--- src/design/dbe_pkg.sv ---
// ----------------------------------------------------------------------------
// dbe_pkg
// Shared types and constants of the dual bitset engine.
// ----------------------------------------------------------------------------
package dbe_pkg;

  // field widths
  localparam int unsigned ACTION_W  = 4;
  localparam int unsigned INDEX_W   = 16;
  localparam int unsigned CFG_W     = 16;
  localparam int unsigned CFG_IDX_W = 1;

  // range register reset values
  localparam logic signed [CFG_W-1:0] RANGE_LOW_RESET  = 16'sd0;
  localparam logic signed [CFG_W-1:0] RANGE_HIGH_RESET = 16'sd255;

  // action codes
  typedef enum logic [ACTION_W-1:0] {
    ACT_SET        = 4'd0,
    ACT_CLEAR      = 4'd1,
    ACT_TOGGLE     = 4'd2,
    ACT_GET        = 4'd3,
    ACT_SET_ALL    = 4'd4,
    ACT_CLEAR_ALL  = 4'd5,
    ACT_TOGGLE_ALL = 4'd6,
    ACT_AND        = 4'd7,
    ACT_OR         = 4'd8,
    ACT_XOR        = 4'd9,
    ACT_SUBTRACT   = 4'd10,
    ACT_ANY        = 4'd11,
    ACT_ALL        = 4'd12
  } action_e;

  // configuration register indexes
  typedef enum logic [CFG_IDX_W-1:0] {
    REG_RANGE_LOW  = 1'b0,
    REG_RANGE_HIGH = 1'b1
  } cfg_reg_e;

  // controller to datapath commands
  typedef struct packed {
    logic load_item;  // capture accepted beat, range check, size
    logic cnt_rst;    // word counter back to zero
    logic cnt_inc;    // next word
    logic clr_wr;     // clearing pass write at counter address
    logic rd;         // read target and operand words
    logic wr;         // write back updated target word
    logic load_out;   // load result register
  } cmd_t;

  // datapath to controller status
  typedef struct packed {
    logic skip_in;    // incoming beat needs no word walk
    logic clr_last;   // counter at last memory entry
    logic word_last;  // counter at last word of a bank
    logic bit_done;   // per-bit action found its word
  } status_t;

endpackage

--- src/design/dbe_in_if.sv ---
// ----------------------------------------------------------------------------
// dbe_in_if
// Command channel of the bitset engine: action, bank and bit index.
// ----------------------------------------------------------------------------
interface dbe_in_if;
  logic                                 valid;
  logic                                 ready;
  logic        [dbe_pkg::ACTION_W-1:0]  action;
  logic                                 bank;
  logic signed [dbe_pkg::INDEX_W-1:0]   bit_index;

  modport source (output valid, action, bank, bit_index, input ready);
  modport sink   (input valid, action, bank, bit_index, output ready);
endinterface

--- src/design/dbe_out_if.sv ---
// ----------------------------------------------------------------------------
// dbe_out_if
// Result channel of the bitset engine: answer bit and range error flag.
// ----------------------------------------------------------------------------
interface dbe_out_if;
  logic valid;
  logic ready;
  logic answer;
  logic range_error;

  modport source (output valid, answer, range_error, input ready);
  modport sink   (input valid, answer, range_error, output ready);
endinterface

--- src/design/dbe_datapath.sv ---
// ----------------------------------------------------------------------------
// dbe_datapath
// Range registers, index check, bank memory and the per-word update logic.
// ----------------------------------------------------------------------------
module dbe_datapath #(
  parameter int unsigned SET_BITS  = 256,
  parameter int unsigned WORD_BITS = 32
) (
  input  logic                                  clk_i,
  input  logic                                  rst_ni,
  input  logic                                  cfg_we_i,
  input  logic        [dbe_pkg::CFG_IDX_W-1:0]  cfg_idx_i,
  input  logic        [dbe_pkg::CFG_W-1:0]      cfg_data_i,
  input  logic        [dbe_pkg::ACTION_W-1:0]   in_action_i,
  input  logic                                  in_bank_i,
  input  logic signed [dbe_pkg::INDEX_W-1:0]    in_index_i,
  input  dbe_pkg::cmd_t                         cmd_i,
  output dbe_pkg::status_t                      status_o,
  output logic                                  answer_o,
  output logic                                  range_error_o
);

  localparam int unsigned BANK_WORDS = (SET_BITS + WORD_BITS - 1) / WORD_BITS;
  localparam int unsigned MEM_WORDS  = 2 * BANK_WORDS;
  localparam int unsigned AW         = $clog2(MEM_WORDS);
  localparam int unsigned KW         = $clog2(SET_BITS);
  localparam int unsigned NW         = $clog2(SET_BITS + 1);
  localparam int unsigned BASE_W     = $clog2(BANK_WORDS * WORD_BITS + 1);
  localparam int unsigned JW         = $clog2(WORD_BITS);

  // range registers
  logic signed [dbe_pkg::CFG_W-1:0] lo_q, hi_q;

  always_ff @(posedge clk_i or negedge rst_ni) begin
    if (!rst_ni) begin
      lo_q <= dbe_pkg::RANGE_LOW_RESET;
      hi_q <= dbe_pkg::RANGE_HIGH_RESET;
    end else if (cfg_we_i) begin
      unique case (dbe_pkg::cfg_reg_e'(cfg_idx_i))
        dbe_pkg::REG_RANGE_LOW:  lo_q <= $signed(cfg_data_i);
        dbe_pkg::REG_RANGE_HIGH: hi_q <= $signed(cfg_data_i);
        default: ;
      endcase
    end
  end

  // index check of the incoming beat
  logic signed [dbe_pkg::INDEX_W:0]   off_s;
  logic signed [dbe_pkg::INDEX_W+1:0] size_s;
  logic                               per_bit_in, unused_in, bad_in;
  logic [NW-1:0]                      n_in;

  assign off_s = $signed({in_index_i[dbe_pkg::INDEX_W-1], in_index_i})
               - $signed({lo_q[dbe_pkg::CFG_W-1], lo_q});
  assign per_bit_in = (in_action_i <= dbe_pkg::ACT_GET);
  assign unused_in  = (in_action_i > dbe_pkg::ACT_ALL);
  assign bad_in     = per_bit_in && ((in_index_i < lo_q) || (in_index_i > hi_q) ||
                      (off_s >= $signed((dbe_pkg::INDEX_W+1)'(SET_BITS))));

  // effective range size, clipped to 0..SET_BITS
  assign size_s = $signed({{2{hi_q[dbe_pkg::CFG_W-1]}}, hi_q})
                - $signed({{2{lo_q[dbe_pkg::CFG_W-1]}}, lo_q})
                + $signed((dbe_pkg::INDEX_W+2)'(1));

  always_comb begin
    if (size_s <= $signed((dbe_pkg::INDEX_W+2)'(0))) begin
      n_in = '0;
    end else if (size_s > $signed((dbe_pkg::INDEX_W+2)'(SET_BITS))) begin
      n_in = NW'(SET_BITS);
    end else begin
      n_in = size_s[NW-1:0];
    end
  end

  // item registers
  dbe_pkg::action_e act_q;
  logic             bank_q, err_q, acc_q;
  logic [KW-1:0]    k_q;
  logic [NW-1:0]    n_q;

  // word counter and bit offset of the current word
  logic [AW-1:0]     cnt_q;
  logic [BASE_W-1:0] base_q;

  always_ff @(posedge clk_i or negedge rst_ni) begin
    if (!rst_ni) begin
      cnt_q  <= '0;
      base_q <= '0;
    end else if (cmd_i.cnt_rst) begin
      cnt_q  <= '0;
      base_q <= '0;
    end else if (cmd_i.cnt_inc) begin
      cnt_q  <= cnt_q + AW'(1);
      base_q <= base_q + BASE_W'(WORD_BITS);
    end
  end

  // bank memory: bank A words, then bank B words
  logic [WORD_BITS-1:0] mem_q [MEM_WORDS];
  logic [WORD_BITS-1:0] tw_q, ow_q, new_word;
  logic [AW-1:0]        addr_t, addr_o;

  assign addr_t = bank_q ? (AW'(BANK_WORDS) + cnt_q) : cnt_q;
  assign addr_o = bank_q ? cnt_q : (AW'(BANK_WORDS) + cnt_q);

  always_ff @(posedge clk_i) begin
    if (cmd_i.clr_wr) begin
      mem_q[cnt_q] <= '0;
    end else if (cmd_i.wr) begin
      mem_q[addr_t] <= new_word;
    end
    if (cmd_i.rd) begin
      tw_q <= mem_q[addr_t];
      ow_q <= mem_q[addr_o];
    end
  end

  // bit position within the current word
  logic [BASE_W-1:0]    k_ext;
  logic                 hit;
  logic [JW-1:0]        jpos;
  logic [WORD_BITS-1:0] bit_sel, lane_mask;

  assign k_ext   = BASE_W'(k_q);
  assign hit     = (k_ext >= base_q) && (k_ext < (base_q + BASE_W'(WORD_BITS)));
  assign jpos    = JW'(k_ext - base_q);
  assign bit_sel = {{(WORD_BITS-1){1'b0}}, 1'b1} << jpos;

  // lanes of this word that lie inside the range size
  always_comb begin
    for (int j = 0; j < WORD_BITS; j++) begin
      lane_mask[j] = (({1'b0, base_q} + (BASE_W+1)'(j)) < (BASE_W+1)'(n_q));
    end
  end

  // updated target word
  always_comb begin
    case (act_q)
      dbe_pkg::ACT_SET:        new_word = hit ? (tw_q | bit_sel)  : tw_q;
      dbe_pkg::ACT_CLEAR:      new_word = hit ? (tw_q & ~bit_sel) : tw_q;
      dbe_pkg::ACT_TOGGLE:     new_word = hit ? (tw_q ^ bit_sel)  : tw_q;
      dbe_pkg::ACT_SET_ALL:    new_word = '1;
      dbe_pkg::ACT_CLEAR_ALL:  new_word = '0;
      dbe_pkg::ACT_TOGGLE_ALL: new_word = ~tw_q;
      dbe_pkg::ACT_AND:        new_word = tw_q & ow_q;
      dbe_pkg::ACT_OR:         new_word = tw_q | ow_q;
      dbe_pkg::ACT_XOR:        new_word = tw_q ^ ow_q;
      dbe_pkg::ACT_SUBTRACT:   new_word = tw_q & ~ow_q;
      default:                 new_word = tw_q;
    endcase
  end

  // item capture and answer accumulation
  always_ff @(posedge clk_i) begin
    if (cmd_i.load_item) begin
      act_q  <= dbe_pkg::action_e'(in_action_i);
      bank_q <= in_bank_i;
      k_q    <= off_s[KW-1:0];
      err_q  <= bad_in;
      n_q    <= n_in;
      acc_q  <= (in_action_i == dbe_pkg::ACT_ALL);
    end else if (cmd_i.wr) begin
      case (act_q)
        dbe_pkg::ACT_GET: if (hit) acc_q <= |(tw_q & bit_sel);
        dbe_pkg::ACT_ANY: acc_q <= acc_q | (|(tw_q & lane_mask));
        dbe_pkg::ACT_ALL: acc_q <= acc_q & (&(tw_q | ~lane_mask));
        default: ;
      endcase
    end
  end

  // result register
  always_ff @(posedge clk_i) begin
    if (cmd_i.load_out) begin
      answer_o      <= acc_q && !err_q;
      range_error_o <= err_q;
    end
  end

  // status to the controller
  assign status_o.skip_in   = bad_in || unused_in;
  assign status_o.clr_last  = (cnt_q == AW'(MEM_WORDS - 1));
  assign status_o.word_last = (cnt_q == AW'(BANK_WORDS - 1));
  assign status_o.bit_done  = (act_q <= dbe_pkg::ACT_GET) && hit;

endmodule

--- src/design/dbe_ctrl.sv ---
// ----------------------------------------------------------------------------
// dbe_ctrl
// Sequencer of the bitset engine: clearing pass, word walk, result handoff.
// ----------------------------------------------------------------------------
module dbe_ctrl (
  input  logic              clk_i,
  input  logic              rst_ni,
  input  logic              in_valid_i,
  output logic              in_ready_o,
  output logic              out_valid_o,
  input  logic              out_ready_i,
  input  dbe_pkg::status_t  status_i,
  output dbe_pkg::cmd_t     cmd_o
);

  typedef enum logic [2:0] {
    ST_CLEAR,
    ST_IDLE,
    ST_READ,
    ST_WRITE,
    ST_DONE
  } state_e;

  state_e        state_q, state_d;
  logic          out_valid_q, out_valid_d;
  dbe_pkg::cmd_t cmd;

  // next state and commands
  always_comb begin
    state_d     = state_q;
    out_valid_d = out_valid_q && !out_ready_i;
    cmd         = '0;
    unique case (state_q)
      ST_CLEAR: begin
        cmd.clr_wr = 1'b1;
        if (status_i.clr_last) begin
          cmd.cnt_rst = 1'b1;
          state_d     = ST_IDLE;
        end else begin
          cmd.cnt_inc = 1'b1;
        end
      end
      ST_IDLE: begin
        if (in_valid_i) begin
          cmd.load_item = 1'b1;
          cmd.cnt_rst   = 1'b1;
          state_d       = status_i.skip_in ? ST_DONE : ST_READ;
        end
      end
      ST_READ: begin
        cmd.rd  = 1'b1;
        state_d = ST_WRITE;
      end
      ST_WRITE: begin
        cmd.wr = 1'b1;
        if (status_i.bit_done || status_i.word_last) begin
          state_d = ST_DONE;
        end else begin
          cmd.cnt_inc = 1'b1;
          state_d     = ST_READ;
        end
      end
      ST_DONE: begin
        // hand off once the result register is free
        if (!out_valid_q || out_ready_i) begin
          cmd.load_out = 1'b1;
          out_valid_d  = 1'b1;
          state_d      = ST_IDLE;
        end
      end
      default: state_d = ST_CLEAR;
    endcase
  end

  // state and registered outputs
  always_ff @(posedge clk_i or negedge rst_ni) begin
    if (!rst_ni) begin
      state_q     <= ST_CLEAR;
      out_valid_q <= 1'b0;
    end else begin
      state_q     <= state_d;
      out_valid_q <= out_valid_d;
    end
  end

  assign in_ready_o  = (state_q == ST_IDLE);
  assign out_valid_o = out_valid_q;
  assign cmd_o       = cmd;

endmodule

--- src/design/dual_bitset_engine_core.sv ---
// ----------------------------------------------------------------------------
// dual_bitset_engine_core
// Two bit sets over one shared index range with per-bit and set algebra.
// ----------------------------------------------------------------------------
// Each command beat gives exactly one result beat. Both banks live in one
// memory of 2*ceil(SET_BITS/WORD_BITS) words, read at two addresses per
// cycle, and the controller walks it one word at a time, a read state then
// a write state per word. After reset a clearing pass zeroes the memory; no
// command is taken meanwhile, range writes are. A bad index or an unused
// action skips the word walk and goes straight to the result handoff; a
// per-bit action walks the words up to the one that holds its bit; a
// whole-set action, any or all walks every word of the bank. The result
// register lets a new command in while the previous result still waits to
// be taken.
// ----------------------------------------------------------------------------
module dual_bitset_engine_core #(
  parameter int unsigned SET_BITS  = 256,
  parameter int unsigned WORD_BITS = 32
) (
  input  logic                              clk_i,
  input  logic                              rst_ni,
  input  logic                              cfg_we_i,
  input  logic [dbe_pkg::CFG_IDX_W-1:0]     cfg_idx_i,
  input  logic [dbe_pkg::CFG_W-1:0]         cfg_data_i,
  dbe_in_if.sink                            in_i,
  dbe_out_if.source                         out_o
);

  dbe_pkg::cmd_t    cmd;
  dbe_pkg::status_t status;

  // sequencer
  dbe_ctrl u_dbe_ctrl (
    .clk_i       (clk_i),
    .rst_ni      (rst_ni),
    .in_valid_i  (in_i.valid),
    .in_ready_o  (in_i.ready),
    .out_valid_o (out_o.valid),
    .out_ready_i (out_o.ready),
    .status_i    (status),
    .cmd_o       (cmd)
  );

  // storage and update logic
  dbe_datapath #(
    .SET_BITS  (SET_BITS),
    .WORD_BITS (WORD_BITS)
  ) u_dbe_datapath (
    .clk_i         (clk_i),
    .rst_ni        (rst_ni),
    .cfg_we_i      (cfg_we_i),
    .cfg_idx_i     (cfg_idx_i),
    .cfg_data_i    (cfg_data_i),
    .in_action_i   (in_i.action),
    .in_bank_i     (in_i.bank),
    .in_index_i    (in_i.bit_index),
    .cmd_i         (cmd),
    .status_o      (status),
    .answer_o      (out_o.answer),
    .range_error_o (out_o.range_error)
  );

endmodule

--- src/flat_wrapper.sv ---
// flat-port wrapper written by rule: the top's interface ports become plain ports
module dual_bitset_engine_core_flat 
#(
  parameter int unsigned SET_BITS  = 256,
  parameter int unsigned WORD_BITS = 32
)
  (clk_i, rst_ni, cfg_we_i, cfg_idx_i, cfg_data_i, in_i_valid, in_i_action, in_i_bank, in_i_bit_index, in_i_ready, out_o_valid, out_o_answer, out_o_range_error, out_o_ready);
  dbe_in_if in_i_i ();
  dbe_out_if out_o_i ();
  input  logic clk_i;
  input  logic rst_ni;
  input  logic cfg_we_i;
  input  logic [dbe_pkg::CFG_IDX_W-1:0] cfg_idx_i;
  input  logic [dbe_pkg::CFG_W-1:0] cfg_data_i;
  input wire logic [$bits(in_i_i.valid)-1:0] in_i_valid;
  input wire logic [$bits(in_i_i.action)-1:0] in_i_action;
  input wire logic [$bits(in_i_i.bank)-1:0] in_i_bank;
  input wire logic [$bits(in_i_i.bit_index)-1:0] in_i_bit_index;
  output wire logic [$bits(in_i_i.ready)-1:0] in_i_ready;
  output wire logic [$bits(out_o_i.valid)-1:0] out_o_valid;
  output wire logic [$bits(out_o_i.answer)-1:0] out_o_answer;
  output wire logic [$bits(out_o_i.range_error)-1:0] out_o_range_error;
  input wire logic [$bits(out_o_i.ready)-1:0] out_o_ready;
  assign in_i_i.valid = in_i_valid;
  assign in_i_i.action = in_i_action;
  assign in_i_i.bank = in_i_bank;
  assign in_i_i.bit_index = in_i_bit_index;
  assign in_i_ready = in_i_i.ready;
  assign out_o_valid = out_o_i.valid;
  assign out_o_answer = out_o_i.answer;
  assign out_o_range_error = out_o_i.range_error;
  assign out_o_i.ready = out_o_ready;
  dual_bitset_engine_core #(.SET_BITS(SET_BITS), .WORD_BITS(WORD_BITS)) u_core (.clk_i(clk_i), .rst_ni(rst_ni), .cfg_we_i(cfg_we_i), .cfg_idx_i(cfg_idx_i), .cfg_data_i(cfg_data_i), .in_i(in_i_i), .out_o(out_o_i));
endmodule
--- config.mk ---
export PLATFORM = sky130hd
export DESIGN_NAME = dual_bitset_engine_core_flat
export DESIGN_NICKNAME = d
export VERILOG_FILES = /design/src/design/dbe_pkg.sv /design/src/design/dbe_in_if.sv /design/src/design/dbe_out_if.sv /design/src/design/dbe_datapath.sv /design/src/design/dbe_ctrl.sv /design/src/design/dual_bitset_engine_core.sv /design/src/flat_wrapper.sv
export SDC_FILE = /design/constraint.sdc
export NUM_CORES = 1
export LEC_CHECK = 0
export BUFFER_PORTS_ARGS = -buffer_cell sky130_fd_sc_hd__buf_2
export CORE_AREA = 3 3 311 313
export DETAILED_ROUTE_END_ITERATION = 8
export DIE_AREA = 0 0 314 316
export PLACE_DENSITY = 0.49
export SLEW_MARGIN = 20
export SYNTH_ARGS = -nofsm -noshare
export SYNTH_HDL_FRONTEND = slang
export SYNTH_SLANG_ARGS = --single-unit
--- constraint.sdc ---
create_clock -name clk_i -period 5.3 [get_ports clk_i]
set_clock_uncertainty 0.15 [all_clocks]
set_input_delay 0.265 -clock clk_i [delete_from_list [all_inputs] [get_ports clk_i]]
set_output_delay 0.265 -clock clk_i [all_outputs]
set_load 0.01 [all_outputs]
Word-level counts from Yosys, hierarchy flattened
Memories as Yosys holds them, arrays and structs flattened. A register that Yosys moved wholly into a read port is not among the register bits.
Index checks and enable logic that the tools add are counted.
{"block": "totals", "mem_count": 1, "ram_bits": 512, "regBits": 75, "inputBits": 43}
{"block": "classes", "n_shift": 1, "n_reduce_logical": 27, "bitwise": 17, "addsub": 38, "muxes": 43, "n_eq_ne": 23, "n_lt_le_gt_ge": 42}
{"memory": "u_core.u_dbe_datapath.mem_q", "words": 16, "word_bits": 32, "rd": 2, "rd_clocked_by_memory_dff": 2, "write_ports": 1, "line_no": "dbe_datapath.sv:99", "text": "logic [WORD_BITS-1:0] mem_q [MEM_WORDS];"}
{"operator": "$pmux 32 s10", "n": 1}
{"operator": "$lt 10x9->1", "n": 31}
{"operator": "$add 9x5->10 const B", "n": 16}
{"operator": "$and 32x32->32", "n": 5}
{"operator": "$mux 32", "n": 4}
{"operator": "$not 32->32", "n": 4}
{"operator": "$or 32x32->32", "n": 3}
{"operator": "$reduce_or 32->1", "n": 3}
{"operator": "$add 9x4->10 const B", "n": 8}
{"operator": "$xor 32x32->32", "n": 2}
{"operator": "$add 9x3->10 const B", "n": 4}
{"operator": "$sub 16x16->17", "n": 2}
{"operator": "$reduce_and 32->1", "n": 1}
{"operator": "$shl 1x5->32 const A", "n": 1}
{"operator": "$eq 4x4->1 const B", "n": 7}
{"operator": "$mux 9", "n": 3}
{"operator": "$add 9x2->10 const B", "n": 2}
{"operator": "$eq 4x3->1 const B", "n": 5}
{"operator": "$mux 1", "n": 20}
{"operator": "$mux 4", "n": 5}
{"operator": "$add 17x2->18 const B", "n": 1}
{"operator": "$gt 18x10->1 const B", "n": 1}
{"operator": "$le 18x1->1 const B", "n": 1}
{"operator": "$ge 17x10->1 const B", "n": 1}
{"operator": "38 further kinds", "n": 60}

Logic depth before layout (Yosys ltp)
Gate-level depths: netlist (run 1).
{"block": "logic_depth", "ltp_word": 9, "mapped_depth": 13, "ltp_nobuf": 13}

By module
From an unflattened synthesis (run 1), not the netlist that was laid out.
{"block": "unflattened", "hier_cells": 2285, "hier_area_um2": 33139.3}
{"module": "dbe_datapath", "seq_area_each_um2": 19088.3, "instances": 1, "cells_each": 2249, "area_per_inst_um2": 32831.5}
{"module": "dbe_ctrl", "seq_area_each_um2": 100.1, "instances": 1, "cells_each": 36, "area_per_inst_um2": 307.8}

Worst setup path after synthesis (run 1)
Ideal clock, no wire load.
{"block": "synth_timing", "path_type": "reg2reg", "from": "register u_core.u_dbe_ctrl.state_q[2]", "to": "register u_core.u_dbe_datapath.ow_q[0] (read register of u_core.u_dbe_datapath.mem_q) (enable)", "path_stages_with_launch": 4, "arrival_time_ns": 3.512, "setup_slack_ns": 1.152, "cell_sequence": "dfrtp_1 > clkbuf_1 > or2b_2 > nor2_1"}
{"block": "synth_between", "elab_chain_len": 2}
{"item": "start: declaration", "line_no": "dbe_ctrl.sv:24", "text": "state_e state_q, state_d;"}
{"item": "start signal: assignment", "line_no": "dbe_ctrl.sv:81", "text": "state_q <= state_d;"}
{"item": "$eq 3x2->1", "line_no": "dbe_ctrl.sv:33", "text": "unique case (state_q)"}
{"item": "$mux 1", "line_no": "dbe_ctrl.sv:33"}
{"item": "end: declaration", "line_no": "dbe_datapath.sv:100", "text": "logic [WORD_BITS-1:0] tw_q, ow_q, new_word;"}
No other way between the ends.
A chain may end at the register's enable or synchronous reset.

Worst setup path after layout (run 1)
{"block": "layout_timing", "from": "register u_core.u_dbe_datapath.hi_q[1] in the netlist's numbering", "to": "register u_core.u_dbe_datapath.n_q[3] (data pin)"}
{"block": "layout_between", "elab_chain_len": 4, "word_cells_on_any_way": 5}
{"item": "start: declaration", "line_no": "dbe_datapath.sv:32", "text": "logic signed [dbe_pkg::CFG_W-1:0] lo_q, hi_q;"}
{"item": "start signal: assignment", "line_no": "dbe_datapath.sv:37", "text": "hi_q <= dbe_pkg::RANGE_HIGH_RESET;"}
{"item": "start signal: assignment", "line_no": "dbe_datapath.sv:41", "text": "dbe_pkg::REG_RANGE_HIGH: hi_q <= $signed(cfg_data_i);"}
{"item": "$sub 16x16->17 *", "line_no": "dbe_datapath.sv:62", "text": "- $signed({{2{lo_q[dbe_pkg::CFG_W-1]}}, lo_q})"}
{"item": "$add 17x2->18 *", "line_no": "dbe_datapath.sv:63", "text": "+ $signed((dbe_pkg::INDEX_W+2)'(1));"}
{"item": "$le 18x1->1 / $gt 18x10->1 (equally long branches)", "line_no": "dbe_datapath.sv:66, dbe_datapath.sv:68"}
{"item": "$reduce_or 2->1 (no line)"}
{"item": "end signal: assignment", "line_no": "dbe_datapath.sv:160", "text": "n_q <= n_in;"}
{"item": "end: declaration", "line_no": "dbe_datapath.sv:79", "text": "logic [NW-1:0] n_q;"}
Mark *: on every way between the ends. The rest lies on a longest branch, timed or not.

==> flow_results.org, run 1 <==
** Hold path
- The worst hold path belongs to the class in -> async.

** Timing
- Setup violations remaining at the end of the flow were counted as 0.
- Worst Tran Pin Value :: 1.116 ns
- The number of hold-slack violations in the final timing report came to 0.
- Setup TNS :: 0 ns
- Setup repair after global routing left no endpoint under its margin.
- Min Tclk post-route :: about 3.9 ns
- Derived from the worst setup path, the maximum achievable clock frequency is 257.8 MHz.
- The final critical path takes up about three quarters of the cycle.
- Count of pins over their slew limit :: 0
- Measured against its own limit, the worst slew margin works out to between 20 and 30%.

** Synthesis
- Synthesis inferred between 600 and 700 register bits.
- Mux contribution to synthesized area :: 13.78%
- Cell type contributing the most total cell area after synthesis :: edfxtp_1
- Commonest cells in the synthesized netlist :: 602 x edfxtp_1, 217 x ha_1, 192 x mux4_2
- Summing the sequential cell areas from Yosys gives between 50 and 60% of the chip area.
- Share of async-settable or async-resettable flops after synthesis :: about 7%
- Summed over its instances, the top area cell type makes up 54.82% of the synthesized netlist area.
- A synthesized cell averages 14.42 sq um.
- Xor-xnor portion of the synthesized cell area :: under 10%
- Synth Instances :: 2,287
- Summing the areas of all compound-gate instances in the mapped netlist gives 9.352% of the synthesized area.
- Biggest area contributors in the synthesized netlist :: edfxtp_1 55%, mux4_2 13%, ha_1 8.2%
- After Yosys synthesis, full adders, half adders and majority gates account for between 8 and 9% of the synthesized area.
- Most common cell in the netlist :: edfxtp_1
- Of the total synthesized cell area, the portion taken by AND, OR, NAND and NOR gates is roughly 5.6%.
- Combinational family with the most area after synthesis :: multiplexers
- Post-synth design cell area :: around 33,000 sq um
- Yosys printed 0 warnings.
- When the netlist entered floorplanning its net count stood at ~2,500.
- Yosys mapped a number of flops with a built-in enable equal to 602.
- The synthesized netlist contains between 70 and 80 unique library cells.
- The most used flip-flop cell after synthesis is edfxtp_1.

** Die
- Area of the core :: 94,590 sq um
- The die is between 300 and 400 um tall.
- Io pins :: 47
- Width of the die :: 314 um
- Initial Util :: roughly a third
- Row count :: between 100 and 150
- The die covers a little under 100,000 sq um.

** Clock network
- Number of hold buffers added after cts :: 24
- TritonCTS built the clock tree.
- In this run, post-CTS repair resized a total of 0 instances.
- The root buffer cell chosen for the clock tree is clkbuf_16.
- Number of levels in the clock H-tree :: 3
- Clock insertion delay at the later pin of the skew report :: between 0.6 and 0.7 ns
- Once the clock tree was built, the setup fixing pass inserted 0 buffers.
- Clk buf depth :: 3
- Counting the buffers created by CTS gives 74.
- CTS sink cnt :: around 650
- Clock-pin slew on the worst setup and hold paths :: about 0.06 ns

** Worst setup path
- Peak per-stage delay on the critical path :: roughly 0.53 ns
- The startpoint identified for the worst register-to-register timing path is u_core.u_dbe_datapath.hi_q[1]$_DFFE_PN1P_.
- The worst setup path is of the reg -> reg kind.
- Cell count of the worst reg-to-reg path :: 13
- Endpoint kind of the worst setup timing path :: register
- The worst setup path is launched from a register.
- At the worst endpoint, the required time is around 5.6 ns.
- Largest delay contributor family on the critical path :: compound AO/OA/AOI/OAI gates
- Buffers & Inverters on Critical Path :: 2
- The endpoint identified for the worst register-to-register timing path is u_core.u_dbe_datapath.n_q[3]$_SDFFCE_PP0P_.
- Slowest stage cell, crit path :: dfstp_2
- Traced cell by cell, the critical path runs through inv_1 > ha_1 > inv_1 > ha_1 > fa_1 > a21o_1 > a221oi_2 > o21ai_0 > a21oi_1 > xnor2_1 > a211oi_1 > nand4_1 > nor2b_1.
- Along the worst path, the maximum fanout reaches 8.
- Data on the critical path arrives at its endpoint at ~4.2 ns.
- In this run the register-to-register setup slack is approximately 1.4 ns.

** Detailed routing
- For this block, the initial DRC count from the detailed router was about 1,500.
- Final routed wirelength across all metal layers :: 93.22 mm
- Drt first pass iters :: 7
- Post-route DRC violation count :: 0
- After detailed routing, the number of vias per cell comes to around 5.5.
- Vias after detailed routing :: about 20,000
- Routed len/inst :: between 20 and 30 um
- The count of nets left with antenna violations once routing finished came out at 0.

** Cells and area
- Fillers :: roughly 8,700
- Core Util, Final :: 40.20%
- The area growth from synthesis to layout is 15.29%.
- The number of antenna diodes in the final layout is 0.
- Of the cells placed in the final design, the portion with a size suffix greater than 1 is between 20% and 30%.
- Net count, final :: about 2,600

** GRT
- Pin count of the biggest net entering global routing :: just over 70
- The first global-routing pass estimated approximately 140 mm of wire.
- The via count of the first global-routing pass is roughly 21,000.
- The number of antenna violations at the first check in global routing was 0.
- Total GRT Usage :: 18.95%
- Congestion Overflow GR :: 0
- Routing usage on met2 :: around 33%
- met2 is the most crowded layer.
- Global routing used 2.399% of the available met3 tracks.
- GRT met1 Usage :: between 20% and 30%

** Placement
- Input and output buffers added on the ports amount to between 40 and 50.
- Weighted congestion reported at the end of routability-driven placement :: about 0.96
- Half-perimeter wire length after detailed placement :: between 60 and 70 mm

** Job
- Max Cap Viol :: 0

** Pwr
- Leakage dissipation :: about 13 nW
- Across the VDD grid, the largest voltage drop is ~0.33 mV.
- Power per standard cell area :: approximately 540 nW/um^2

** Status
- The flow ran to the end, and the final reports show no timing, DRC or antenna violations.
## through the flow
step                std cells  worst slack (ns)  hold slack, ns  cell area [sq um]  power, mW
finish                   3711             1.421         0.05162              38020      20.53
CTS                      3708             1.206        0.007597              37820      20.71
global route             3711             1.098         0.06817              38020      21.76
floorplan                2287             1.152         -0.1806              32980      12.96
detailed placement       3549             1.249          0.3028              35210      15.66
global placement         3547             1.312          0.3030              35170      15.52
## cells in the final DEF (no fill, tap or decap), types with 55 or more instances in the layout
cell	count
mux4_2	192
nor2_1	60
ha_1	217
a21oi_1	95
buf_4	55
nand2_1	135
o21ai_0	162
inv_1	165
nand3_1	56
edfxtp_1	602
clkbuf_16	77
## metal layers
metal  up-vias  share of wire [%]
met5         -                  0
met4         0                2.5
met3       140                3.8
met2       481                 50
met1     10640                 44
li1       9184                  -
## cell families after synthesis
kind of cell / Yosys count
DFF: 646
AOI/OAI and AO/OA: 484
and+or+nand+nor: 386
buffers and inverters: 281
adders and majority gates: 219
muxes: 212
xor gates and xnor gates: 57
other: 2
## final cells by class
class / count / area [sq um] / area share [%]
flip-flops and latches: 646 / 19200 / 50.50
multi-input cells: 1360 / 13060 / 34.36
clock buffers: 99 / 2039 / 5.364
well taps: 1265 / 1583 / 4.163
repair buffers: 140 / 1194 / 3.139
inverters: 165 / 619.3 / 1.629
clock inverters: 36 / 321.6 / 0.8458
## where the power goes
group          switching (mW)  leakage [nW]  internal, mW
Clock                    2.00          1.15          2.95
Sequential              0.807          6.12          7.03
Combinational            4.45          6.18          3.29
## worst max-delay path by stage
| stage | start | endpoint | slack, ns | depth (start not counted) |
|---|---|---|---|---|
| 2_1_floorplan | u_core.u_dbe_ctrl.state_q[2]$_DFFE_PN0P_ | u_core.u_dbe_datapath.ow_q[0]$_DFFE_PP_ | 1.15 | 3 |
| 3_3_place_gp | u_core.u_dbe_datapath.base_q[5]$_DFFE_PN0P_ | u_core.u_dbe_datapath.mem_q[10][19]$_DFFE_PP_ | 1.31 | 11 |
| 5_1_grt | u_core.u_dbe_datapath.hi_q[1]$_DFFE_PN1P_ | u_core.u_dbe_datapath.n_q[3]$_SDFFCE_PP0P_ | 1.10 | 13 |
| 4_1_cts | u_core.u_dbe_datapath.base_q[5]$_DFFE_PN0P_ | u_core.u_dbe_datapath.mem_q[12][19]$_DFFE_PP_ | 1.21 | 11 |
| 6_report | u_core.u_dbe_datapath.hi_q[1]$_DFFE_PN1P_ | u_core.u_dbe_datapath.n_q[3]$_SDFFCE_PP0P_ | 1.42 | 13 |
| 3_5_place_dp | u_core.u_dbe_datapath.base_q[5]$_DFFE_PN0P_ | u_core.u_dbe_datapath.mem_q[8][19]$_DFFE_PP_ | 1.25 | 11 |
## flip-flops by register name (all words and copies together) (netlist names)
name,count
u_core.u_dbe_datapath.bank_q,1
u_core.u_dbe_datapath.k_q,8
u_core.u_dbe_datapath.base_q,4
u_core.u_dbe_ctrl.out_valid_o,1
u_core.u_dbe_datapath.n_q,9
u_core.u_dbe_datapath.tw_q,32
u_core.u_dbe_datapath.err_q,1
u_core.u_dbe_datapath.lo_q,16
u_core.u_dbe_datapath.hi_q,16
u_core.u_dbe_datapath.answer_o,1
u_core.u_dbe_datapath.cnt_q,4
u_core.u_dbe_ctrl.state_q,3
u_core.u_dbe_datapath.ow_q,32
u_core.u_dbe_datapath.acc_q,1
u_core.u_dbe_datapath.act_q,4
u_core.u_dbe_datapath.range_error_o,1
u_core.u_dbe_datapath.mem_q,512
No activity file was read; power rests on OpenSTA's default activity.
==> run 2, diff against run 1 <==
--- a/config.mk
+++ b/config.mk
@@ -9,7 +9,7 @@
 export CORE_AREA = 3 3 311 313
 export DETAILED_ROUTE_END_ITERATION = 8
 export DIE_AREA = 0 0 314 316
-export PLACE_DENSITY = 0.49
+export PLACE_DENSITY = 0.51
 export SLEW_MARGIN = 20
 export SYNTH_ARGS = -nofsm -noshare
 export SYNTH_HDL_FRONTEND = slang
==> constraint.sdc (replaced) <==
create_clock -name clk_i -period 3.3 [get_ports clk_i]
set_clock_uncertainty 0.15 [all_clocks]
set_input_delay 0.165 -clock clk_i [delete_from_list [all_inputs] [get_ports clk_i]]
set_output_delay 0.165 -clock clk_i [all_outputs]
set_load 0.01 [all_outputs]
==> flow_results.org, run 2 (synthesis gave the netlist of run 1 again) <==
** Die
- The die covers slightly below 100,000 sq um.
- For this configuration, the core starts out at a cell density of around a third.
- The region available for standard cell placement spans 94,590 sq um.
- During I/O placement, the number of pins put on the boundary was 47.
- The initialized floorplan defines between 100 and 150 standard-cell rows.
- The die is between 300 and 400 um wide.
- Die Ht :: ~320 um

** Worst setup path
- CP Max Fanout :: 8
- The worst register-to-register path begins at u_core.u_dbe_datapath.hi_q[1]$_DFFE_PN1P_.
- The endpoint identified for the worst register-to-register timing path is u_core.u_dbe_datapath.n_q[3]$_SDFFCE_PP0P_.
- The worst setup path is launched from a register.
- Measured in cells, the most critical reg-to-reg path has a length of 15.
- STA classifies the critical path endpoint as a register.
- Data required time at the worst endpoint :: 3.63 ns
- Crit path kind :: reg -> reg
- Data arrives at the worst endpoint at approximately 3.7 ns.
- Register-to-register path setup slack :: -0.02 ns

** GRT
- Entering global routing, the biggest net connects 67 pins.
- In the global route stage, met1 resource usage came out at between 20% and 30%.
- Global routing consumed, on the met3 layer, between 2 and 2.5% of the routing resources.
- After global routing, the most crowded layer is met2.
- Global-route wire length before repair :: around 140 mm
- Global routing used a little under a third of the available met2 tracks.
- Number of antenna violations at the first check in global routing :: 1
- Across every metal layer, demand over resource in global routing totals between 10% and 20%.
- Vias in the first global route :: between 20,000 and 25,000
- Congestion Overflow GR :: 0

** Placement
- Placed standard-cell area :: 36,020 sq um
- Number of port buffers :: 46
- Routability-driven placement finished with a final weighted congestion of roughly 0.95.
- Placed cells :: roughly 3,600
- Detailed placement ended at an HPWL of slightly below 60 mm.

** Clock network
- Clock root buffer :: clkbuf_16
- Clk buf depth :: 3
- CTS sink cnt :: around 650
- TritonCTS built the clock tree.
- Clock latency on the worst-skew pair, taken at its later pin, is 0.63 ns.
- Number of levels in the clock H-tree :: 3
- Clock-pin slew was measured on the worst setup and hold paths at around 0.06 ns.
- TritonCTS created 74 clock buffers.

** Hold path
- Hold crit path type :: in -> async

** Detailed routing
- Using the TritonRoute via totals, the vias-per-cell ratio works out to roughly 5.5.
- The routed layout has roughly 21,000 vias.
- Post-route DRC violation count :: 0
- Routed len/inst :: between 20 and 25 um
- Residual antenna-violating net count after detailed routing :: 0
- After detailed routing, the total wire length is ~94 mm.
- For this block, the initial DRC count from the detailed router was about 1,900.
- The first detailed-routing pass ran for 6 iterations.

** Cells and area
- Combined area of the multi-input logic cells :: 13,090 sq um
- Fillers :: 8,587
- Fraction of layout instances using a drive strength above 1 :: 24.17%
- Net count, final :: between 2,000 and 3,000
- Leaving out fill and tap cells, the most frequent cell in the layout is edfxtp_1.
- From synthesis to final layout, the design area changed by 19.36%.
- Commonest cells after routing, fill and taps aside :: 602 x edfxtp_1, 213 x ha_1, 192 x mux4_2
- More flip-flops sit in one register than any other, and that register is u_core.u_dbe_datapath.mem_q.
- Largest register FFs :: about 510
- Across the whole layout, storage elements account for slightly below 20,000 sq um.
- Final design instance area without fill :: about 40,000 sq um
- Number of standard cells in the layout, taps in and fillers out :: ~3,800
- In the final layout, the registers with the most flip-flops are u_core.u_dbe_datapath.mem_q: 512 flops, u_core.u_dbe_datapath.ow_q: 32 flops, u_core.u_dbe_datapath.tw_q: 32 flops.

** Timing
- Min Tclk post-route :: about 3.3 ns
- Number of endpoints failing setup at the final stage :: 8
- Worst Tran Pin Value :: approximately 0.88 ns
- The number of hold-slack violations in the final timing report was 0.
- Static timing analysis puts the maximum clock frequency at between 300 and 400 MHz.
- The final-report max-slew violation count is 0.
- Across all setup checks in the final design, the least slack found is -0.02381 ns.
- Period Utilization, post-route :: 100.7%
- Setup repair after global routing could not meet its margin everywhere.
- Headroom to the max-slew limit came out at between 40% and 50%.

** Status
- Violated checks :: setup timing
- Result of the run :: finished with violations

** Pwr
- In this run the power density over the cells is roughly 870 nW/um^2.
- Worst supply voltage drop on vdd :: 0.4832 mV
- For this design the static power due to leakage is between 10 and 15 nW.

** Job
- Max-cap violations in this run came to 0.
==> run 2: timing repair <==
item                       4_1_cts  5_1_grt
hold endpoints to repair        83        0
hold buffers                    59        0
setup buffers                    3        8
gates cloned                     0        2
gates resized for setup         12       37
pin swaps                       10       15
setup endpoints to repair        9      341
==> run 2: where the power goes <==
group	internal (mW)	switching, mW	leakage, nW	total [mW]
sequential	11.3	1.16	6.12	12.4
combinational	6.01	7.47	6.85	13.5
clock	4.91	3.39	1.20	8.30
==> run 2: through the flow <==
stage               utilization [%]  hold WS (ns)  setup TNS, ns  worst slack (ns)  power (mW)
global route                  41.62       0.05929         -1.968           -0.2292       36.18
CTS                           41.39      0.004610       -0.07070          -0.02039       34.39
detailed placement            38.08        0.1344        -0.9684           -0.1297       25.83
floorplan                         -       -0.2806         -7.842          -0.06126       20.81
finish                        41.62       0.03362       -0.09828          -0.02381       34.21
global placement              38.08        0.1345         -1.490           -0.1918       25.55
==> run 2: worst max-delay path by stage <==
stage	startpoint	endpoint	slack (ns)	cells after the start
3_5_place_dp	u_core.u_dbe_datapath.hi_q[1]$_DFFE_PN1P_	u_core.u_dbe_datapath.n_q[1]$_SDFFCE_PP0P_	-0.13	15
4_1_cts	u_core.u_dbe_datapath.hi_q[1]$_DFFE_PN1P_	u_core.u_dbe_datapath.n_q[3]$_SDFFCE_PP0P_	-0.02	15
3_3_place_gp	u_core.u_dbe_datapath.hi_q[1]$_DFFE_PN1P_	u_core.u_dbe_datapath.n_q[3]$_SDFFCE_PP0P_	-0.19	15
2_1_floorplan	u_core.u_dbe_ctrl.state_q[2]$_DFFE_PN0P_	u_core.u_dbe_datapath.mem_q[10][0]$_DFFE_PP_	-0.06	6
5_1_grt	u_core.u_dbe_datapath.hi_q[1]$_DFFE_PN1P_	u_core.u_dbe_datapath.n_q[3]$_SDFFCE_PP0P_	-0.23	15
6_report	u_core.u_dbe_datapath.hi_q[1]$_DFFE_PN1P_	u_core.u_dbe_datapath.n_q[3]$_SDFFCE_PP0P_	-0.02	15
==> run 2: cell type report <==
cell class / count / area share [%]
Sequential cell: 646 / 48.78
Timing Repair Buffer: 271 / 6.128
Inverter: 165 / 1.573
Multi-Input combinational cell: 1360 / 33.26
Tap cell: 1265 / 4.021
Clock inverter: 50 / 1.357
Clock buffer: 86 / 4.873
Antenna cell: 1 / 0.006357
==> run 2: routing by layer <==
metal  part of all wire [%]  up-vias
li1                       -     9459
met1                     46    11020
met2                     48      496
met3                    4.0      105
met4                    1.9        0
met5                      0        -
==> run 2: critical path, cell delays in order (launching register included) <==
cell      delay, ns
dfstp_2        0.54
inv_2          0.05
ha_4           0.25
inv_2          0.03
ha_4           0.15
fa_2           0.33
a21o_1         0.19
a221oi_2       0.26
buf_4          0.20
o311ai_4       0.09
a21oi_2        0.14
nand4b_1       0.13
a211oi_2       0.24
nand4_1        0.14
buf_6          0.17
nor2b_1        0.10
==> run 3, diff against run 2 <==
--- a/config.mk
+++ b/config.mk
@@ -5,10 +5,11 @@
 export SDC_FILE = /design/constraint.sdc
 export NUM_CORES = 1
 export LEC_CHECK = 0
+export ABC_AREA = 1
 export BUFFER_PORTS_ARGS = -buffer_cell sky130_fd_sc_hd__buf_2
-export CORE_AREA = 3 3 311 313
+export CORE_AREA = 3 3 240 419
 export DETAILED_ROUTE_END_ITERATION = 8
-export DIE_AREA = 0 0 314 316
+export DIE_AREA = 0 0 243 422
 export PLACE_DENSITY = 0.51
 export SLEW_MARGIN = 20
 export SYNTH_ARGS = -nofsm -noshare
==> flow_results.org, run 3 <==
** Status
- Result of the run :: finished clean

** Detailed routing
- Final routed wirelength across all metal layers :: about 110 mm
- Using the TritonRoute via totals, the vias-per-cell ratio works out to around 5.2.
- Vias after detailed routing :: around 26,000
- Drt first pass iters :: 5
- DRC violation total after the first TritonRoute iteration :: roughly 1,800
- Residual antenna-violating net count after detailed routing :: 0
- Routed len/inst :: roughly 22 um
- Post-route DRC violation count :: 0

** Placement
- Pre-CTS WS :: -0.04946 ns
- The HPWL after detailed placement is about 72 mm.
- Number of port buffers :: 46
- Weighted congestion reported at the end of routability-driven placement :: slightly below 1
- Placed cells :: a little under 5,000

** Pwr
- Dividing total power by cell area gives a power density of 798.4 nW/um^2.
- Worst supply voltage drop on vdd :: ~0.43 mV
- Leakage dissipation :: 15.52 nW

** Cells and area
- For this run, the post-layout net count is roughly 3,900.
- The largest registers in the layout are u_core.u_dbe_datapath.mem_q: 512 flops, u_core.u_dbe_datapath.ow_q: 32 flops, u_core.u_dbe_datapath.tw_q: 32 flops.
- The library cell used most frequently in the layout, excluding fill and tap cells, is edfxtp_1.
- Largest register FFs :: slightly above 500
- Antenna cell count :: 0
- Of the cells placed in the final design, the portion with a size suffix greater than 1 is a little under an eighth.
- Commonest cells after routing, fill and taps aside :: 602 x edfxtp_1, 583 x nand2_1, 468 x o21ai_0
- The finished layout holds around 5,000 standard cells, fillers aside.
- Largest register by flop count :: u_core.u_dbe_datapath.mem_q
- Relative to the synthesized area, the layout overhead comes to 16.33%.

** Clock network
- The clock reaches the later pin of the worst-skew pair after about 0.66 ns.
- Clock-pin slew was measured on the worst setup and hold paths at about 0.080 ns.
- CTS sink cnt :: 646
- Clk buf depth :: 3
- Number of CTS-inserted buffers :: 57
- Number of levels in the clock H-tree :: 2
- The tree is rooted in a clkbuf_16.
- TritonCTS built the clock tree.

** GRT
- Total GRT Usage :: about 21%
- The number of antenna violations at the first check in global routing was 0.
- Global-route wire length before repair :: about 160 mm
- In the global route stage, met3 resource usage came out at 1.703%.
- Congestion Overflow GR :: 0
- Routing usage on met2 :: between 30 and 40%
- After global routing, the most crowded layer is met2.
- Pin count of the biggest net entering global routing :: 105
- For met1 alone, demand over resource in global routing was roughly a quarter.
- The via count of the first global-routing pass came to around 26,000.

** Synthesis
- Post-Synthesis Mean Instance Area :: between 9 and 10 sq um
- After synthesis, the largest area contributor takes up a little over half of total cell area.
- The synthesized design spends more area on one cell type than any other, namely edfxtp_1.
- Yosys mapped the design onto 56 distinct sky130hd cell types.
- Yosys instantiated no cell more often than edfxtp_1.
- Synthesis produced a netlist with a net count of 3,752.
- Counting flops with a built-in enable in the synthesized netlist gives 602.
- Synth Instances :: roughly 3,500
- In the synthesized netlist the async set-or-reset flop fraction comes to under 10%.
- Commonest cells in the synthesized netlist :: 602 x edfxtp_1, 591 x nand2_1, 476 x o21ai_0
- The synthesized design contains 646 register bits.
- Sequential area share after synthesis :: 56.36%
- Post-synth design cell area :: 34,040 sq um
- Flip-flop cell with the highest count after synthesis :: edfxtp_1
- After synthesis, the cell types taking the most area are edfxtp_1 53%, ha_1 8.0%, o21ai_0 7.0%.
- Synthesis Warnings :: 0

** Timing
- The worst pin sits at a relative slew slack of 28.42%.
- Setup repair after global routing could not meet its margin everywhere.
- The number of hold-slack violations in the final timing report is 0.
- Derived from the worst setup path, the maximum achievable clock frequency is ~310 MHz.
- Worst path setup slack after routing :: roughly 0.10 ns
- Period Utilization, post-route :: between 90 and 100%
- Worst Tran Pin Value :: ~1.1 ns
- Setup total negative slack on the finished layout was measured at 0 ns.
- The final-report max-slew violation count was 0.
- Setup violations remaining at the end of the flow were counted as 0.
- The worst path needs 3.195 ns of the cycle, external delays included.

** Die
- Row count :: 152
- The floorplan step defined a die boundary enclosing between 100,000 and 150,000 sq um.
- Io pins :: 47
- Die Ht :: between 400 and 500 um
- Area of the core :: 97,750 sq um
- Initial Util :: a little over a third
- The die is between 200 and 250 um wide.

** Worst setup path
- STA classifies the critical path endpoint as a register.
- For the worst flop-to-flop path, the logic depth is 17.
- R2R Path End :: u_core.u_dbe_datapath.mem_q[11][17]$_DFFE_PP_
- Crit path kind :: reg -> reg
- Arrival time of data at the critical path endpoint :: roughly 3.5 ns
- Data required time at the worst endpoint :: roughly 3.6 ns
- The setup check on the worst reg-to-reg path leaves a slack of between 0.1 and 0.15 ns.
- Worst reg2reg startpoint :: u_core.u_dbe_datapath.base_q[5]$_DFFE_PN0P_
- STA classifies the critical path startpoint as a register.
- CP Max Fanout :: 10

** Hold path
- Hold path endpoint :: u_core.u_dbe_datapath.hi_q[5]$_DFFE_PN1P_
- Hold path cells :: 4
- Worst Hold Launch :: cfg_we_i
- Hold crit path type :: in -> reg

** Job
- Max-cap violations in this run came to 0.
-- run 3: cell count changes in the layout (fill, tap and decap cells not counted), sizes merged, moves of 41 or more --
cell / before / now
nand2: 135 / 591
nor2: 81 / 438
o21ai: 164 / 515
mux4: 192 / 0
inv: 169 / 351
o22ai: 43 / 106
nand3: 56 / 110
nor3: 14 / 55
-- run 3: per-layer routing --
| metal | wire length (um) | share of wire (%) | up-vias |
|---|---|---|---|
| met3 | 3851 | 3.6 | 244 |
| met2 | 56930 | 53 | 668 |
| li1 | - | - | 12362 |
| met4 | 4984 | 4.6 | 0 |
| met1 | 42290 | 39 | 12781 |
| met5 | 0 | 0 | - |
-- run 3: layout make-up --
class / count / area, sq um
clock buffer: 61 / 1463
clock inverter: 44 / 553.0
fill: 9549 / 58150
inverter: 347 / 1314
multi-input combinational: 2325 / 13240
sequential: 646 / 19200
tap: 1309 / 1638
timing repair buffer: 235 / 2191
timing repair inverter: 1 / 7.507
-- run 3: cells by family after synthesis --
| logic type | after synthesis | share of synthesized area, % |
|---|---|---|
| buffers and inverters | 519 | 5.862 |
| DFF | 646 | 56.36 |
| AOI/OAI and AO/OA | 796 | 13.23 |
| and+or+nand+nor | 1255 | 15.06 |
| other | 2 | 0.02206 |
| adders and majority gates | 219 | 8.093 |
| xor gates and xnor gates | 53 | 1.364 |
-- run 3: worst max-delay path by stage --
stage               slack, ns                                            end                                        start
finish                   0.10  u_core.u_dbe_datapath.mem_q[11][17]$_DFFE_PP_  u_core.u_dbe_datapath.base_q[5]$_DFFE_PN0P_
floorplan               -0.10   u_core.u_dbe_datapath.mem_q[10][0]$_DFFE_PP_   u_core.u_dbe_datapath.cnt_q[0]$_DFFE_PN0P_
CTS                      0.02   u_core.u_dbe_datapath.mem_q[7][19]$_DFFE_PP_       u_core.u_dbe_datapath.k_q[2]$_DFFE_PP_
global route            -0.07  u_core.u_dbe_datapath.mem_q[13][17]$_DFFE_PP_       u_core.u_dbe_datapath.k_q[1]$_DFFE_PP_
global placement        -0.01    u_core.u_dbe_datapath.mem_q[6][3]$_DFFE_PP_       u_core.u_dbe_datapath.k_q[2]$_DFFE_PP_
detailed placement      -0.05   u_core.u_dbe_datapath.mem_q[4][19]$_DFFE_PP_       u_core.u_dbe_datapath.k_q[2]$_DFFE_PP_
-- run 3: report_power, final --
part / total (mW) / switching (mW) / internal, mW
Sequential: 11.2 / 0.633 / 10.6
Combinational: 13.2 / 9.09 / 4.11
Clock: 7.21 / 3.17 / 4.04
Total: 31.6 / 12.9 / 18.7
-- run 3: critical path, cell delays in order, from the launching register on --
cell,delay (ns)
dfrtp_1,0.39
ha_1,0.23
xnor2_2,0.18
ha_1,0.25
a21boi_1,0.13
o21ai_1,0.17
nand2_2,0.14
clkinvlp_4,0.18
buf_4,0.21
nand2_1,0.07
nand2_1,0.05
nand3_1,0.07
nand2_1,0.07
nand4_1,0.11
o211ai_1,0.12
buf_4,0.19
clkinvlp_4,0.07
buf_4,0.15
-- run 3: what timing repair did --
| item | 4_1_cts | 5_1_grt |
|---|---|---|
| endpoints found under the setup margin | 54 | 470 |
| hold buffers | 27 | 0 |
| pin swaps | 0 | 17 |
| hold endpoints to repair | 80 | 0 |
| setup buffers | 0 | 5 |
| gates resized for setup | 5 | 62 |
| gates cloned | 0 | 1 |
-- run 3: stage by stage --
stage,utilization [%],hold slack (ns),power [mW],area [sq um]
2_1_floorplan,-,-0.2806,19.25,34060
3_3_place_gp,37.91,0.1666,24.35,37060
3_5_place_dp,37.91,0.1639,24.39,37060
4_1_cts,40.26,0.01392,31.66,39350
5_1_grt,40.51,0.05109,33.70,39600
6_report,40.51,0.01385,31.62,39600
